`src/hdl/wfys_pkg.sv`:
```
// Shared types, constants and helper functions of the weighted shuffle engine.
package wfys_pkg;

    localparam int C_MAX_MEMBERS = 64;
    localparam int C_CNT_W       = 7;
    localparam int C_SUM_W       = 10;
    localparam int C_WORD_BITS   = 32;
    localparam logic [3:0] C_MAX_WEIGHT = 4'd15;

    typedef enum logic [1:0] {
        OP_LOAD  = 2'd0,
        OP_START = 2'd1,
        OP_WORD  = 2'd2,
        OP_NOP   = 2'd3
    } t_op;

    // Number of random bits one uniform swap takes for a given remaining count.
    function automatic logic [2:0] bits_for(input logic [C_CNT_W-1:0] remaining);
        logic [2:0] nb;
        if (remaining > 7'd63)      nb = 3'd7;
        else if (remaining > 7'd31) nb = 3'd6;
        else if (remaining > 7'd15) nb = 3'd5;
        else if (remaining > 7'd7)  nb = 3'd4;
        else if (remaining > 7'd3)  nb = 3'd3;
        else if (remaining > 7'd1)  nb = 3'd2;
        else                        nb = 3'd1;
        return nb;
    endfunction

    // Raw weight to stored weight: zero becomes one, large values saturate.
    function automatic logic [3:0] clamp_weight(input logic [7:0] raw);
        logic [3:0] w;
        if (raw == 8'd0)                 w = 4'd1;
        else if (raw > {4'd0, C_MAX_WEIGHT}) w = C_MAX_WEIGHT;
        else                             w = raw[3:0];
        return w;
    endfunction

endpackage

```
`src/hdl/wfys_ram.sv`:
```
// Generic simple dual-port RAM with one write port and a registered read port.
module wfys_ram #(
    parameter int WIDTH = 8,
    parameter int DEPTH = 64
) (
    input  logic                     i_clk,
    input  logic                     i_we,
    input  logic [$clog2(DEPTH)-1:0] i_waddr,
    input  logic [WIDTH-1:0]         i_wdata,
    input  logic [$clog2(DEPTH)-1:0] i_raddr,
    output logic [WIDTH-1:0]         o_rdata
);

    logic [WIDTH-1:0] r_mem [DEPTH];
    logic [WIDTH-1:0] r_rdata;

    always_ff @(posedge i_clk) begin
        if (i_we) begin
            r_mem[i_waddr] <= i_wdata;
        end
        r_rdata <= r_mem[i_raddr];
    end

    assign o_rdata = r_rdata;

endmodule

```
`src/hdl/wfys_div.sv`:
```
// Bit-serial restoring divider that returns the remainder of a 32-bit word.
module wfys_div
    import wfys_pkg::*;
#(
    parameter int SUM_W = C_SUM_W
) (
    input  logic             i_clk,
    input  logic             i_rst_n,
    input  logic             i_start,
    input  logic [31:0]      i_dividend,
    input  logic [SUM_W-1:0] i_divisor,
    output logic             o_done,
    output logic [SUM_W-1:0] o_rem
);

    logic             r_busy, n_busy;
    logic             r_done, n_done;
    logic [4:0]       r_cnt, n_cnt;
    logic [31:0]      r_num, n_num;
    logic [SUM_W-1:0] r_rem, n_rem;
    logic [SUM_W-1:0] r_div, n_div;
    logic [SUM_W:0]   trial;

    always_comb begin
        n_busy = r_busy;
        n_done = 1'b0;
        n_cnt  = r_cnt;
        n_num  = r_num;
        n_rem  = r_rem;
        n_div  = r_div;
        trial  = {r_rem, r_num[31]};
        if (i_start) begin
            n_busy = 1'b1;
            n_cnt  = 5'd31;
            n_num  = i_dividend;
            n_rem  = '0;
            n_div  = i_divisor;
        end else if (r_busy) begin
            if (trial >= {1'b0, r_div}) begin
                trial = trial - {1'b0, r_div};
            end
            n_rem = trial[SUM_W-1:0];
            n_num = {r_num[30:0], 1'b0};
            n_cnt = r_cnt - 5'd1;
            if (r_cnt == 5'd0) begin
                n_busy = 1'b0;
                n_done = 1'b1;
            end
        end
    end

    always_ff @(posedge i_clk) begin
        if (!i_rst_n) begin
            r_busy <= 1'b0;
            r_done <= 1'b0;
        end else begin
            r_busy <= n_busy;
            r_done <= n_done;
        end
        r_cnt <= n_cnt;
        r_num <= n_num;
        r_rem <= n_rem;
        r_div <= n_div;
    end

    assign o_done = r_done;
    assign o_rem  = r_rem;

endmodule

```
`src/hdl/weighted_fisher_yates_shuffle_top.sv`:
```
// Top level of the weighted shuffle engine: control sequencer around two RAMs.
//
// Usage. Input transactions (i_valid/o_ready) carry an operation code:
// load appends one member weight (clamped to 1..15, ignored while shuffling
// or once MAX_MEMBERS members are loaded), start sets the order to identity
// and arms a shuffle, and a random word advances the shuffle. Output
// transactions (o_valid/i_ready) carry one member index each; the whole
// permutation is sent in order, with o_is_last on its final member.
// The block works on one input transaction at a time: o_ready is high only
// while the sequencer is idle. A start runs an initialization sweep over
// the order RAM. A weighted word makes two walks through the order and
// weight RAMs over the remaining members, with the bit-serial divider
// between them, and then a swap. A uniform word does swaps, each bounded
// by the read-modify-write of the order RAM. The output register decouples
// the receiver: a stall holds the current member and pauses the emit sweep
// only, and the last member may wait while new input is already taken.
// Reset clears the member count and all control state; RAM contents are not
// cleared, since every entry is written before it is read.
module weighted_fisher_yates_shuffle_top
    import wfys_pkg::*;
#(
    parameter int MAX_MEMBERS = C_MAX_MEMBERS
) (
    input  logic        i_clk,
    input  logic        i_rst_n,
    input  logic        i_valid,
    output logic        o_ready,
    input  logic [1:0]  i_operation,
    input  logic [7:0]  i_weight,
    input  logic [31:0] i_random_word,
    output logic        o_valid,
    input  logic        i_ready,
    output logic [5:0]  o_member_index,
    output logic        o_is_last
);

    localparam int AW    = $clog2(MAX_MEMBERS);
    localparam int SUM_W = $clog2(MAX_MEMBERS * 15 + 1);

    typedef enum logic [14:0] {
        S_IDLE    = 15'b000000000000001,
        S_INIT    = 15'b000000000000010,
        S_WALK_RD = 15'b000000000000100,
        S_WALK_WT = 15'b000000000001000,
        S_WALK_AC = 15'b000000000010000,
        S_DSTART  = 15'b000000000100000,
        S_DIV     = 15'b000000001000000,
        S_UNI     = 15'b000000010000000,
        S_SWP_RA  = 15'b000000100000000,
        S_SWP_RB  = 15'b000001000000000,
        S_SWP_WA  = 15'b000010000000000,
        S_SWP_WB  = 15'b000100000000000,
        S_CHK     = 15'b001000000000000,
        S_EMIT_RD = 15'b010000000000000,
        S_EMIT_LD = 15'b100000000000000
    } t_state;

    t_state r_state, n_state;

    logic [C_CNT_W-1:0] r_count, n_count;
    logic [C_CNT_W-1:0] r_pos, n_pos;
    logic [C_CNT_W-1:0] r_k, n_k;
    logic [C_CNT_W-1:0] r_j, n_j;
    logic               r_wmode, n_wmode;
    logic               r_shuf, n_shuf;
    logic               r_chk, n_chk;
    logic               r_pass, n_pass;
    logic [SUM_W-1:0]   r_sum, n_sum;
    logic [SUM_W-1:0]   r_sel, n_sel;
    logic [31:0]        r_word, n_word;
    logic [5:0]         r_used, n_used;
    logic [AW-1:0]      r_sa, n_sa;
    logic [AW-1:0]      r_sb, n_sb;
    logic [AW-1:0]      r_va, n_va;
    logic [AW-1:0]      r_out, n_out;
    logic               r_last, n_last;
    logic               r_ovld, n_ovld;

    logic          ord_we;
    logic [AW-1:0] ord_waddr, ord_wdata, ord_raddr, ord_rdata;
    logic          wt_we;
    logic [AW-1:0] wt_waddr, wt_raddr;
    logic [3:0]    wt_wdata, wt_rdata;
    logic          div_start, div_done;
    logic [SUM_W-1:0] div_rem;

    logic [C_CNT_W-1:0] uni_rem, uni_val, uni_idx;
    logic [2:0]         uni_nb;
    logic [6:0]         uni_mask;
    logic [SUM_W-1:0]   w_ext;

    wfys_ram #(.WIDTH(AW), .DEPTH(MAX_MEMBERS)) u_order_ram (
        .i_clk   (i_clk),
        .i_we    (ord_we),
        .i_waddr (ord_waddr),
        .i_wdata (ord_wdata),
        .i_raddr (ord_raddr),
        .o_rdata (ord_rdata)
    );

    wfys_ram #(.WIDTH(4), .DEPTH(MAX_MEMBERS)) u_weight_ram (
        .i_clk   (i_clk),
        .i_we    (wt_we),
        .i_waddr (wt_waddr),
        .i_wdata (wt_wdata),
        .i_raddr (wt_raddr),
        .o_rdata (wt_rdata)
    );

    wfys_div #(.SUM_W(SUM_W)) u_div (
        .i_clk      (i_clk),
        .i_rst_n    (i_rst_n),
        .i_start    (div_start),
        .i_dividend (r_word),
        .i_divisor  ((r_sum == '0) ? SUM_W'(1) : r_sum),
        .o_done     (div_done),
        .o_rem      (div_rem)
    );

    // Uniform step: draw nb bits, reduce once modulo the remaining count.
    always_comb begin
        uni_rem  = r_count - r_pos;
        uni_nb   = bits_for(uni_rem);
        uni_mask = 7'((8'd1 << uni_nb) - 8'd1);
        uni_val  = r_word[6:0] & uni_mask;
        uni_idx  = (uni_val >= uni_rem) ? (uni_val - uni_rem) : uni_val;
        w_ext    = SUM_W'(wt_rdata);
    end

    always_comb begin
        n_state = r_state;
        n_count = r_count;
        n_pos   = r_pos;
        n_k     = r_k;
        n_j     = r_j;
        n_wmode = r_wmode;
        n_shuf  = r_shuf;
        n_chk   = r_chk;
        n_pass  = r_pass;
        n_sum   = r_sum;
        n_sel   = r_sel;
        n_word  = r_word;
        n_used  = r_used;
        n_sa    = r_sa;
        n_sb    = r_sb;
        n_va    = r_va;
        n_out   = r_out;
        n_last  = r_last;
        n_ovld  = r_ovld;

        ord_we    = 1'b0;
        ord_waddr = r_sa;
        ord_wdata = ord_rdata;
        ord_raddr = r_k[AW-1:0];
        wt_we     = 1'b0;
        wt_waddr  = r_count[AW-1:0];
        wt_wdata  = clamp_weight(i_weight);
        wt_raddr  = r_k[AW-1:0];
        div_start = 1'b0;

        // The output register drains on its own.
        if (r_ovld && i_ready) begin
            n_ovld = 1'b0;
        end

        case (r_state)
            S_IDLE: begin
                if (i_valid) begin
                    case (t_op'(i_operation))
                        OP_LOAD: begin
                            if (!r_shuf && (r_count < C_CNT_W'(MAX_MEMBERS))) begin
                                wt_we   = 1'b1;
                                n_count = r_count + 7'd1;
                            end
                        end
                        OP_START: begin
                            n_k     = '0;
                            n_chk   = 1'b0;
                            n_wmode = 1'b0;
                            n_shuf  = 1'b0;
                            n_state = S_INIT;
                        end
                        OP_WORD: begin
                            if (r_shuf) begin
                                n_word = i_random_word;
                                n_used = '0;
                                if (r_wmode) begin
                                    n_pass  = 1'b0;
                                    n_sum   = '0;
                                    n_j     = r_pos;
                                    n_state = S_WALK_RD;
                                end else begin
                                    n_state = S_UNI;
                                end
                            end
                        end
                        default: begin
                        end
                    endcase
                end
            end
            S_INIT: begin
                // Write identity order and check each weight in the following cycle.
                n_chk = 1'b0;
                if (r_k < r_count) begin
                    ord_we    = 1'b1;
                    ord_waddr = r_k[AW-1:0];
                    ord_wdata = r_k[AW-1:0];
                    n_k       = r_k + 7'd1;
                    n_chk     = 1'b1;
                end
                if (r_chk && (wt_rdata != 4'd1)) begin
                    n_wmode = 1'b1;
                end
                if ((r_k >= r_count) && !r_chk) begin
                    n_pos = '0;
                    n_k   = '0;
                    if (r_count <= 7'd1) begin
                        n_state = S_EMIT_RD;
                    end else begin
                        n_shuf  = 1'b1;
                        n_state = S_IDLE;
                    end
                end
            end
            S_WALK_RD: begin
                if (r_j < r_count) begin
                    ord_raddr = r_j[AW-1:0];
                    n_state   = S_WALK_WT;
                end else if (!r_pass) begin
                    n_state = S_DSTART;
                end else begin
                    n_sa    = r_pos[AW-1:0];
                    n_sb    = r_pos[AW-1:0];
                    n_state = S_SWP_RA;
                end
            end
            S_WALK_WT: begin
                wt_raddr = ord_rdata;
                n_state  = S_WALK_AC;
            end
            S_WALK_AC: begin
                if (!r_pass) begin
                    n_sum   = r_sum + w_ext;
                    n_j     = r_j + 7'd1;
                    n_state = S_WALK_RD;
                end else if (r_sel < w_ext) begin
                    n_sa    = r_pos[AW-1:0];
                    n_sb    = r_j[AW-1:0];
                    n_state = S_SWP_RA;
                end else begin
                    n_sel   = r_sel - w_ext;
                    n_j     = r_j + 7'd1;
                    n_state = S_WALK_RD;
                end
            end
            S_DSTART: begin
                div_start = 1'b1;
                n_state   = S_DIV;
            end
            S_DIV: begin
                if (div_done) begin
                    n_sel   = div_rem;
                    n_pass  = 1'b1;
                    n_j     = r_pos;
                    n_state = S_WALK_RD;
                end
            end
            S_UNI: begin
                if (((r_pos + 7'd1) < r_count)
                        && (6'(r_used + 6'(uni_nb)) <= 6'(C_WORD_BITS))) begin
                    n_sa    = AW'(r_count - 7'd1 - r_pos);
                    n_sb    = uni_idx[AW-1:0];
                    n_word  = r_word >> uni_nb;
                    n_used  = 6'(r_used + 6'(uni_nb));
                    n_state = S_SWP_RA;
                end else begin
                    n_state = S_CHK;
                end
            end
            S_SWP_RA: begin
                ord_raddr = r_sa;
                n_state   = S_SWP_RB;
            end
            S_SWP_RB: begin
                ord_raddr = r_sb;
                n_va      = ord_rdata;
                n_state   = S_SWP_WA;
            end
            S_SWP_WA: begin
                ord_we    = 1'b1;
                ord_waddr = r_sa;
                ord_wdata = ord_rdata;
                n_state   = S_SWP_WB;
            end
            S_SWP_WB: begin
                ord_we    = 1'b1;
                ord_waddr = r_sb;
                ord_wdata = r_va;
                n_pos     = r_pos + 7'd1;
                n_state   = r_wmode ? S_CHK : S_UNI;
            end
            S_CHK: begin
                if ((r_pos + 7'd1) >= r_count) begin
                    n_shuf  = 1'b0;
                    n_k     = '0;
                    n_state = S_EMIT_RD;
                end else begin
                    n_state = S_IDLE;
                end
            end
            S_EMIT_RD: begin
                if (r_k >= r_count) begin
                    n_state = S_IDLE;
                end else if (!r_ovld) begin
                    ord_raddr = r_k[AW-1:0];
                    n_state   = S_EMIT_LD;
                end
            end
            S_EMIT_LD: begin
                n_out   = ord_rdata;
                n_last  = ((r_k + 7'd1) == r_count);
                n_ovld  = 1'b1;
                n_k     = r_k + 7'd1;
                n_state = S_EMIT_RD;
            end
            default: begin
                n_state = S_IDLE;
            end
        endcase
    end

    always_ff @(posedge i_clk) begin
        if (!i_rst_n) begin
            r_state <= S_IDLE;
            r_count <= '0;
            r_pos   <= '0;
            r_wmode <= 1'b0;
            r_shuf  <= 1'b0;
            r_chk   <= 1'b0;
            r_ovld  <= 1'b0;
        end else begin
            r_state <= n_state;
            r_count <= n_count;
            r_pos   <= n_pos;
            r_wmode <= n_wmode;
            r_shuf  <= n_shuf;
            r_chk   <= n_chk;
            r_ovld  <= n_ovld;
        end
        r_k    <= n_k;
        r_j    <= n_j;
        r_pass <= n_pass;
        r_sum  <= n_sum;
        r_sel  <= n_sel;
        r_word <= n_word;
        r_used <= n_used;
        r_sa   <= n_sa;
        r_sb   <= n_sb;
        r_va   <= n_va;
        r_out  <= n_out;
        r_last <= n_last;
    end

    assign o_ready        = (r_state == S_IDLE);
    assign o_valid        = r_ovld;
    assign o_member_index = 6'(r_out);
    assign o_is_last      = r_last;

    // A shuffle is only armed with at least two members.
    a_shuf_count: assert property (@(posedge i_clk) disable iff (!i_rst_n)
        r_shuf |-> (r_count >= 7'd2))
        else $error("shuffle armed with fewer than two members");

    // The step position never runs past the loaded members while shuffling.
    a_pos_range: assert property (@(posedge i_clk) disable iff (!i_rst_n)
        r_shuf |-> (r_pos < r_count))
        else $error("step position beyond member count");

    // The divider only finishes while the sequencer waits for it.
    a_div_done: assert property (@(posedge i_clk) disable iff (!i_rst_n)
        div_done |-> (r_state == S_DIV))
        else $error("divider result arrived outside the divide state");

    // A new result is only loaded by the emit sweep.
    a_out_load: assert property (@(posedge i_clk) disable iff (!i_rst_n)
        $rose(r_ovld) |-> ($past(r_state) == S_EMIT_LD))
        else $error("output register loaded outside the emit sweep");

endmodule
```
`config.mk`:
```
export PLATFORM = sky130hd
export DESIGN_NAME = weighted_fisher_yates_shuffle_top
export DESIGN_NICKNAME = d
export VERILOG_FILES = /design/src/hdl/wfys_pkg.sv /design/src/hdl/wfys_ram.sv /design/src/hdl/wfys_div.sv /design/src/hdl/weighted_fisher_yates_shuffle_top.sv
export SDC_FILE = /design/constraint.sdc
export NUM_CORES = 1
export LEC_CHECK = 0
export BUFFER_PORTS_ARGS = -buffer_cell sky130_fd_sc_hd__buf_4
export CORE_MARGIN = 8
export CORE_UTILIZATION = 55
export CTS_BUF_LIST = sky130_fd_sc_hd__clkbuf_8
export CTS_CLUSTER_SIZE = 20
export DETAILED_ROUTE_END_ITERATION = 10
export GPL_ROUTABILITY_DRIVEN = 0
export GPL_TIMING_DRIVEN = 0
export PLACE_DENSITY = 0.71
export SLEW_MARGIN = 20
export SYNTH_ARGS = -nofsm -noshare
export SYNTH_HDL_FRONTEND = slang
export SYNTH_HIERARCHICAL = 1
export SYNTH_SLANG_ARGS = --single-unit
```
`constraint.sdc`:
```
create_clock -name i_clk -period 10.2 [get_ports i_clk]
set_input_delay 1.53 -clock i_clk [delete_from_list [all_inputs] [get_ports i_clk]]
set_output_delay 1.53 -clock i_clk [all_outputs]
set_load 0.05 [all_outputs]
```
==> qor.txt, run 1 <==
==================================================================================
Result of the run ................................................... finished clean
Number of setup violations in the final report ......................            0
Wirelength per Cell .................................................     24.67 um
Maximum buffer depth of the clock tree ..............................            3
Initial Utilization .................................................       55.20%
Min cycle time layout ...............................................     6.196 ns
Count of buffers inserted at the top-level ports ....................           54
Sum of internal, switching and leakage power ........................   0.009146 W
Antenna violations before repair ....................................            2
Static Leak .........................................................     14.44 nW
DPL Wire Length .....................................................     62.74 mm
Number of optimization iterations in the first detailed-route pass ..            6
Endpoint kind of the worst setup timing path ........................         flop
Final Max Slew Viols ................................................            0
Hold slack ..........................................................    0.5038 ns
Clock buffer count from CTS .........................................          138
Aggregate negative setup slack ......................................         0 ns
Remaining number of nets flagged by the antenna check after routing .            0
Tot GR Track Use ....................................................       23.15%
Total congestion overflow after global routing ......................            0
Via count of the first global-routing pass ..........................        22930
Quantity of hold-fixing buffers added after cts .....................            0
IR drop worst, VDD ..................................................    0.1787 mV
Number of different library cells in the post-synthesis netlist .....           96
Die area ............................................................  0.07697 mm2
Mean number of vias per cell ........................................        6.324
Final core utilization ..............................................       61.81%
Number of gates given a new drive strength after cts ................            0
Fraction of final layout cells with drive strength greater than 1 ...       19.11%
Area inside the core boundary .......................................  0.06811 mm2
Most frequently used flop master after synthesis ....................     edfxtp_1
Total power density per cell area ................................... 217.2 mW/mm2
Mean Syn Cell Area ..................................................    15.21 um2
Number of storage elements in the synthesis netlist .................          840
Post-CTS Repair Setup Buffers .......................................            0
Register cell area after layout .....................................  0.02462 mm2
Clock-pin slew on the worst setup and hold paths ....................      0.07 ns
FP Rows .............................................................           96
Clock tree from TritonCTS ...........................................        built
Worst-Skew Late Latency .............................................      0.80 ns
Sequential fraction of the synthesis area ...........................       65.50%
CP Data Arrival Time ................................................      6.68 ns
Maximum operating frequency .........................................   0.1614 GHz
Setup crit start kind ...............................................         flop
Die span in y .......................................................     277.4 um
Post-route fraction of the period consumed by the critical path .....       60.74%
Remaining design rule violation count ...............................            0
Area growth syn-to-layout ...........................................       11.99%
Count of final hold-check violations ................................            0
Clock Sink Count ....................................................          840
Maximum level of the CTS H-tree .....................................            4
Start-to-end type of the worst setup path ........................... flop to flop
Type of the most critical hold path ................................. flop to flop
Number of enable flip-flop cells after synthesis ....................          780
Unrepaired setup endpoints after global routing .....................        false
Area of the multi-input gates .......................................  0.01208 mm2
Layout net count ....................................................         2794
Worst relative slew slack ...........................................       33.11%
Clock Skews .........................................................   0.04161 ns
Syn Std Cell Area ...................................................  0.03759 mm2
Post-Synthesis Net Count ............................................         2587
Die boundary width ..................................................     277.4 um
First-iteration detailed-routing DRC count ..........................         2950
Fill cell instance count of the final layout ........................         4925
Maximum fanout count along the critical path ........................           19
Ys Warns ............................................................            6
Data required time at the worst endpoint ............................     10.68 ns
Top-level port count ................................................           55
Routed vias .........................................................        23240
First-pass GRT wire length ..........................................     136.8 mm
Reported max-cap violation count ....................................            0
Post-place setup slack ..............................................     3.962 ns
Routed Wire Length ..................................................     90.64 mm
Synthesized instance count ..........................................         2472
Share of async-settable or async-resettable flops after synthesis ...           0%
Largest net degree at the start of global routing ...................           49
Slew @ Worst Pin ....................................................     1.001 ns
Clock root buffer ...................................................     clkbuf_8
Setup WS post-layout ................................................     4.004 ns
==================================================================================
[metrics by stage]
stage / instance area (um2) / cells
detailed placement: 39380 / 3421
CTS: 42080 / 3671
floorplan: 37590 / 2472
global placement: 39100 / 3408
global route: 42090 / 3672
finish: 42100 / 3674
[kinds of logic after synthesis]
logic type / synth area share (%)
other: 0.009975
muxes: 12.78
buffers and inverters: 2.490
and+or+nand+nor: 8.840
AOI/OAI and AO/OA: 6.271
adders and majority gates: 2.436
xor gates and xnor gates: 1.671
DFF: 65.50
[critical path: stages, from the launching register on]
cell and delay [ns]:
dfxtp_1 0.51, inv_1 0.25, ha_1 0.22, inv_1 0.07, fa_1 0.41, a211oi_2 0.28, nor2_1 0.08, a31o_2 0.27
nor2_2 0.21, nand2_1 0.23, a21oi_4 0.33, inv_2 0.16, buf_2 0.25, ha_1 0.30, a21o_1 0.17, a21oi_1 0.37
a21o_1 0.17, o21ai_0 0.09, a221oi_1 0.58, nand2_1 0.23, nand2_2 0.47, buf_16 0.23
[cells in the final DEF (no fill, tap or decap), drive strengths merged, types with 51 or more instances in the layout]
cell	Yosys	layout
edfxtp	780	780
nor2	233	233
clkbuf	73	223
nand2	208	208
mux4	168	168
inv	70	120
buf	52	119
o21ai	71	71
ha	62	62
a21oi	61	61
dfxtp	60	60
nand3	54	54
mux2i	51	51
[flip-flops by register name, summed over array words and instances, names as in the netlist, 4 cells and up]
name and count:
u_order_ram/r_mem 384, u_weight_ram/r_mem 256, r_word 32, u_div/r_num 32, r_state 15, r_sel 10, r_sum 10, u_div/o_rem 10
u_div/r_div 10, r_count 7, r_j 7, r_k 7, r_pos 7, o_member_index 6, r_sa 6, r_sb 6
r_used 6, r_va 6, u_order_ram/o_rdata 6, u_div/r_cnt 5, u_weight_ram/o_rdata 4
[layer usage]
metal  up-vias  part of all wire (%)  global-route usage [%]
met5         -                     0                       0
met4         0                   3.1                   8.359
met3       211                   9.2                   4.806
met2      1304                    47                   36.07
met1     11640                    41                   32.35
li1      10080                     -                       -
[layout make-up]
class	count	area share, %
diodes	3	0.01783
plain buffers	125	1.581
clock buffers	150	4.904
clock inverters	100	1.510
inverters	72	0.6420
multi-input cells	1435	28.68
flip-flops and latches	840	58.49
well taps	882	2.621
repair buffers	67	1.551
[final timing paths]
path,start,end,slack (ns),cells past startpoint
worst min register to register,u_div/r_cnt[4],u_div/r_cnt[4],0.50,2
worst max register to register,r_count[0],r_word[4],4.00,21
worst min-delay path,u_div/r_cnt[4],u_div/r_cnt[4],0.50,2
worst max-delay path,r_count[0],r_word[4],4.00,21
[power by group]
part           internal, W  switching (W)  total [W]  leakage (nW)
clock              0.00150        0.00135    0.00285          1.53
sequential         0.00404      0.0000772    0.00412          7.55
combinational     0.000864        0.00131    0.00217          5.36
total              0.00641        0.00274    0.00915          14.4
[cell usage after synthesis, drive strengths merged, types with 27 or more instances]
library cell	count	area share, %
edfxtp	780	62
nor2	233	2.3
nand2	208	2.1
mux4	168	10
clkbuf	73	0.77
o21ai	71	0.96
inv	70	0.70
ha	62	2.1
a21oi	61	0.88
dfxtp	60	3.2
nand3	54	0.72
buf	52	1.0
mux2i	51	1.4
xnor2	43	1.0
mux2	39	1.2
o221ai	31	0.72
nand2b	29	0.48
nor3	27	0.36
xor2	27	0.63
Note: power is estimated with default switching activity, not from simulation.
==> run 2: changes to the inputs <==
- PLACE_DENSITY: 0.71 -> 0.74
- clock period: 10.2 -> 5.7 ns (I/O delays scaled with it)
==> run 2 against run 1 <==
  * Worst hold slack lost 0.15 ns
  * Via count shrank 0.22%
  * Die area did not move
  * Combinational power increased by 82%
  * First-iteration DRC count decreased by 7.9%
  * Power up 75%
  * Cell count decreased by 0.52%
  * Critical path depth unchanged
  * Sequential share of layout area grew 0.23 points
  * Worst setup slack worse by 3.7 ns
  * Wire length is 0.25% lower
  * Global-route usage rose by 0.21 points
  * Critical path type unchanged
  * Critical endpoint is now r_sb[5]
==> qor.txt, run 2 (same netlist as run 1, synthesis figures left out) <==
==================================================================================
Cell-by-cell trace of the critical path ............................. inv_1 > ha_1 > inv_1 > fa_1 > a211oi_2 > nor2_1 > xnor2_2 > and2_2 > and3_1 > buf_2 > nand2_1 > ha_1 > nor2b_1 > ha_1 > a21o_1 > a21o_1 > a211oi_1 > o21ai_0 > a21o_1 > mux2i_1 > o21ai_0
Mean number of vias per cell ........................................        6.344
Number of placed instances, taps included ...........................         3421
Total congestion overflow after global routing ......................            0
Remaining design rule violation count ...............................            0
IR drop worst, VDD ..................................................    0.2752 mV
Result of the run ................................................... finished clean
DPL Wire Length .....................................................     62.77 mm
Wirelength per Cell .................................................     24.74 um
Routed Wire Length ..................................................     90.42 mm
Most frequent cells in the layout ................................... edfxtp_1, nor2_1, nand2_1, mux4_2, clkbuf_8
Maximum operating frequency .........................................   0.1864 GHz
First-pass GRT wire length ..........................................     138.2 mm
Cell at the slowest stage of the critical path ......................      dfxtp_2
Worst-Skew Late Latency .............................................      0.80 ns
Largest registers ranked by flip-flop count ......................... u_order_ram/r_mem x384, u_weight_ram/r_mem x256
Antenna violations before repair ....................................            2
Tot GR Track Use ....................................................       23.36%
Clock Sink Count ....................................................          840
Data required time at the worst endpoint ............................      6.23 ns
Quantity of hold-fixing buffers added after cts .....................            0
Top-level port count ................................................           55
Clock buffer count from CTS .........................................          133
Area inside the core boundary .......................................  0.06811 mm2
Number of optimization iterations in the first detailed-route pass ..            6
Via count of the first global-routing pass ..........................        23060
Initial Utilization .................................................       55.20%
Routed vias .........................................................        23190
Remaining number of nets flagged by the antenna check after routing .            0
Unrepaired setup endpoints after global routing .....................        false
Area growth syn-to-layout ...........................................       11.55%
Final standard cell count with taps included and fillers excluded ...         3655
Register with the most flip-flops ................................... u_order_ram/r_mem
Total power density per cell area ................................... 382.2 mW/mm2
Setup WS post-layout ................................................    0.3358 ns
CP Data Arrival Time ................................................      5.89 ns
First-iteration detailed-routing DRC count ..........................         2718
Clock-pin slew on the worst setup and hold paths ....................      0.06 ns
Maximum fanout count along the critical path ........................           15
Setup crit start kind ...............................................         flop
Count of buffers inserted at the top-level ports ....................           54
Clock tree from TritonCTS ...........................................        built
Hold slack ..........................................................    0.3578 ns
Static Leak .........................................................     14.37 nW
Most common cell after layout, fill and taps aside ..................     edfxtp_1
Die area ............................................................  0.07697 mm2
Layout net count ....................................................         2790
Clock root buffer ...................................................     clkbuf_8
Min cycle time layout ...............................................     5.364 ns
Number of setup violations in the final report ......................            0
Final core utilization ..............................................       61.57%
Reported max-cap violation count ....................................            0
Slew @ Worst Pin ....................................................    0.9967 ns
Worst relative slew slack ...........................................       33.55%
Flip-flop count of the largest register after layout ................          384
Fraction of final layout cells with drive strength greater than 1 ...       18.84%
Aggregate negative setup slack ......................................         0 ns
Die boundary width ..................................................     277.4 um
Start-to-end type of the worst setup path ........................... flop to flop
Maximum buffer depth of the clock tree ..............................            3
Largest net degree at the start of global routing ...................           49
FP Rows .............................................................           96
Final Max Slew Viols ................................................            0
Die span in y .......................................................     277.4 um
Endpoint kind of the worst setup timing path ........................         flop
Type of the most critical hold path ................................. input port to flop
Post-place setup slack ..............................................   -0.5209 ns
Maximum level of the CTS H-tree .....................................            4
Clock Skews .........................................................   0.03627 ns
CP peak stage delay .................................................      0.43 ns
Count of final hold-check violations ................................            0
Post-route fraction of the period consumed by the critical path .....       94.11%
==================================================================================
[run 2: stage by stage]
stage	instance area [um2]	power, W
2_1_floorplan	37590	0.01002
3_3_place_gp	39100	0.01115
3_5_place_dp	39430	0.01137
4_1_cts	41890	0.01608
5_1_grt	41930	0.01663
6_report	41930	0.01603
[run 2: where the power goes]
part           internal (W)  leakage, nW  switching (W)
clock               0.00239         1.42        0.00232
sequential          0.00723         7.54       0.000133
combinational       0.00159         5.41        0.00236
total                0.0112         14.4        0.00482
[run 2: path summary, 6_finish.rpt]
kind                  to  cells past startpoint  slack [ns]         startpoint
min           r_word[31]                      2        0.36  i_random_word[31]
min reg2reg  r_state[11]                      2        0.50        r_state[10]
max              r_sb[5]                     21        0.34         r_count[0]
max reg2reg      r_sb[5]                     21        0.34         r_count[0]
[run 2: area by class of cell]
cell class	instances	area [um2]
clock inverters	90	480.5
fillers	4830	26170
inverters	72	270.3
clock buffers	141	1941
plain buffers	124	670.6
diodes	2	5.005
flip-flops and latches	840	24620
multi-input cells	1435	12120
repair buffers	69	718.2
well taps	882	1104
[run 2: timing repair]
item | 4_1_cts | 5_1_grt
cloned | 0 | 0
pin swaps | 1 | 0
resized for setup | 5 | 10
setup endpoints to repair | 50 | 61
buffers inserted | 1 | 1
[run 2: layer usage]
layer	track usage, %	wire, um	vias to the layer above
met3	5.403	8768	215
met2	36.52	42380	1287
li1	-	-	10050
met4	8.722	2710	2
met1	32.04	36540	11630
met5	0	11	-
[run 2: critical path, delay by kind of cell (launching register included)]
| family | cells | cell delay (ns) |
|---|---|---|
| AO/OA/AOI/OAI | 7 | 1.74 |
| multiplexers | 1 | 0.18 |
| flip-flops | 1 | 0.43 |
| XOR/XNOR | 1 | 0.19 |
| adder cells (fa/ha/maj) | 4 | 1.17 |
| buffers and inverters | 3 | 0.39 |
| AND/OR/NAND/NOR | 5 | 0.98 |
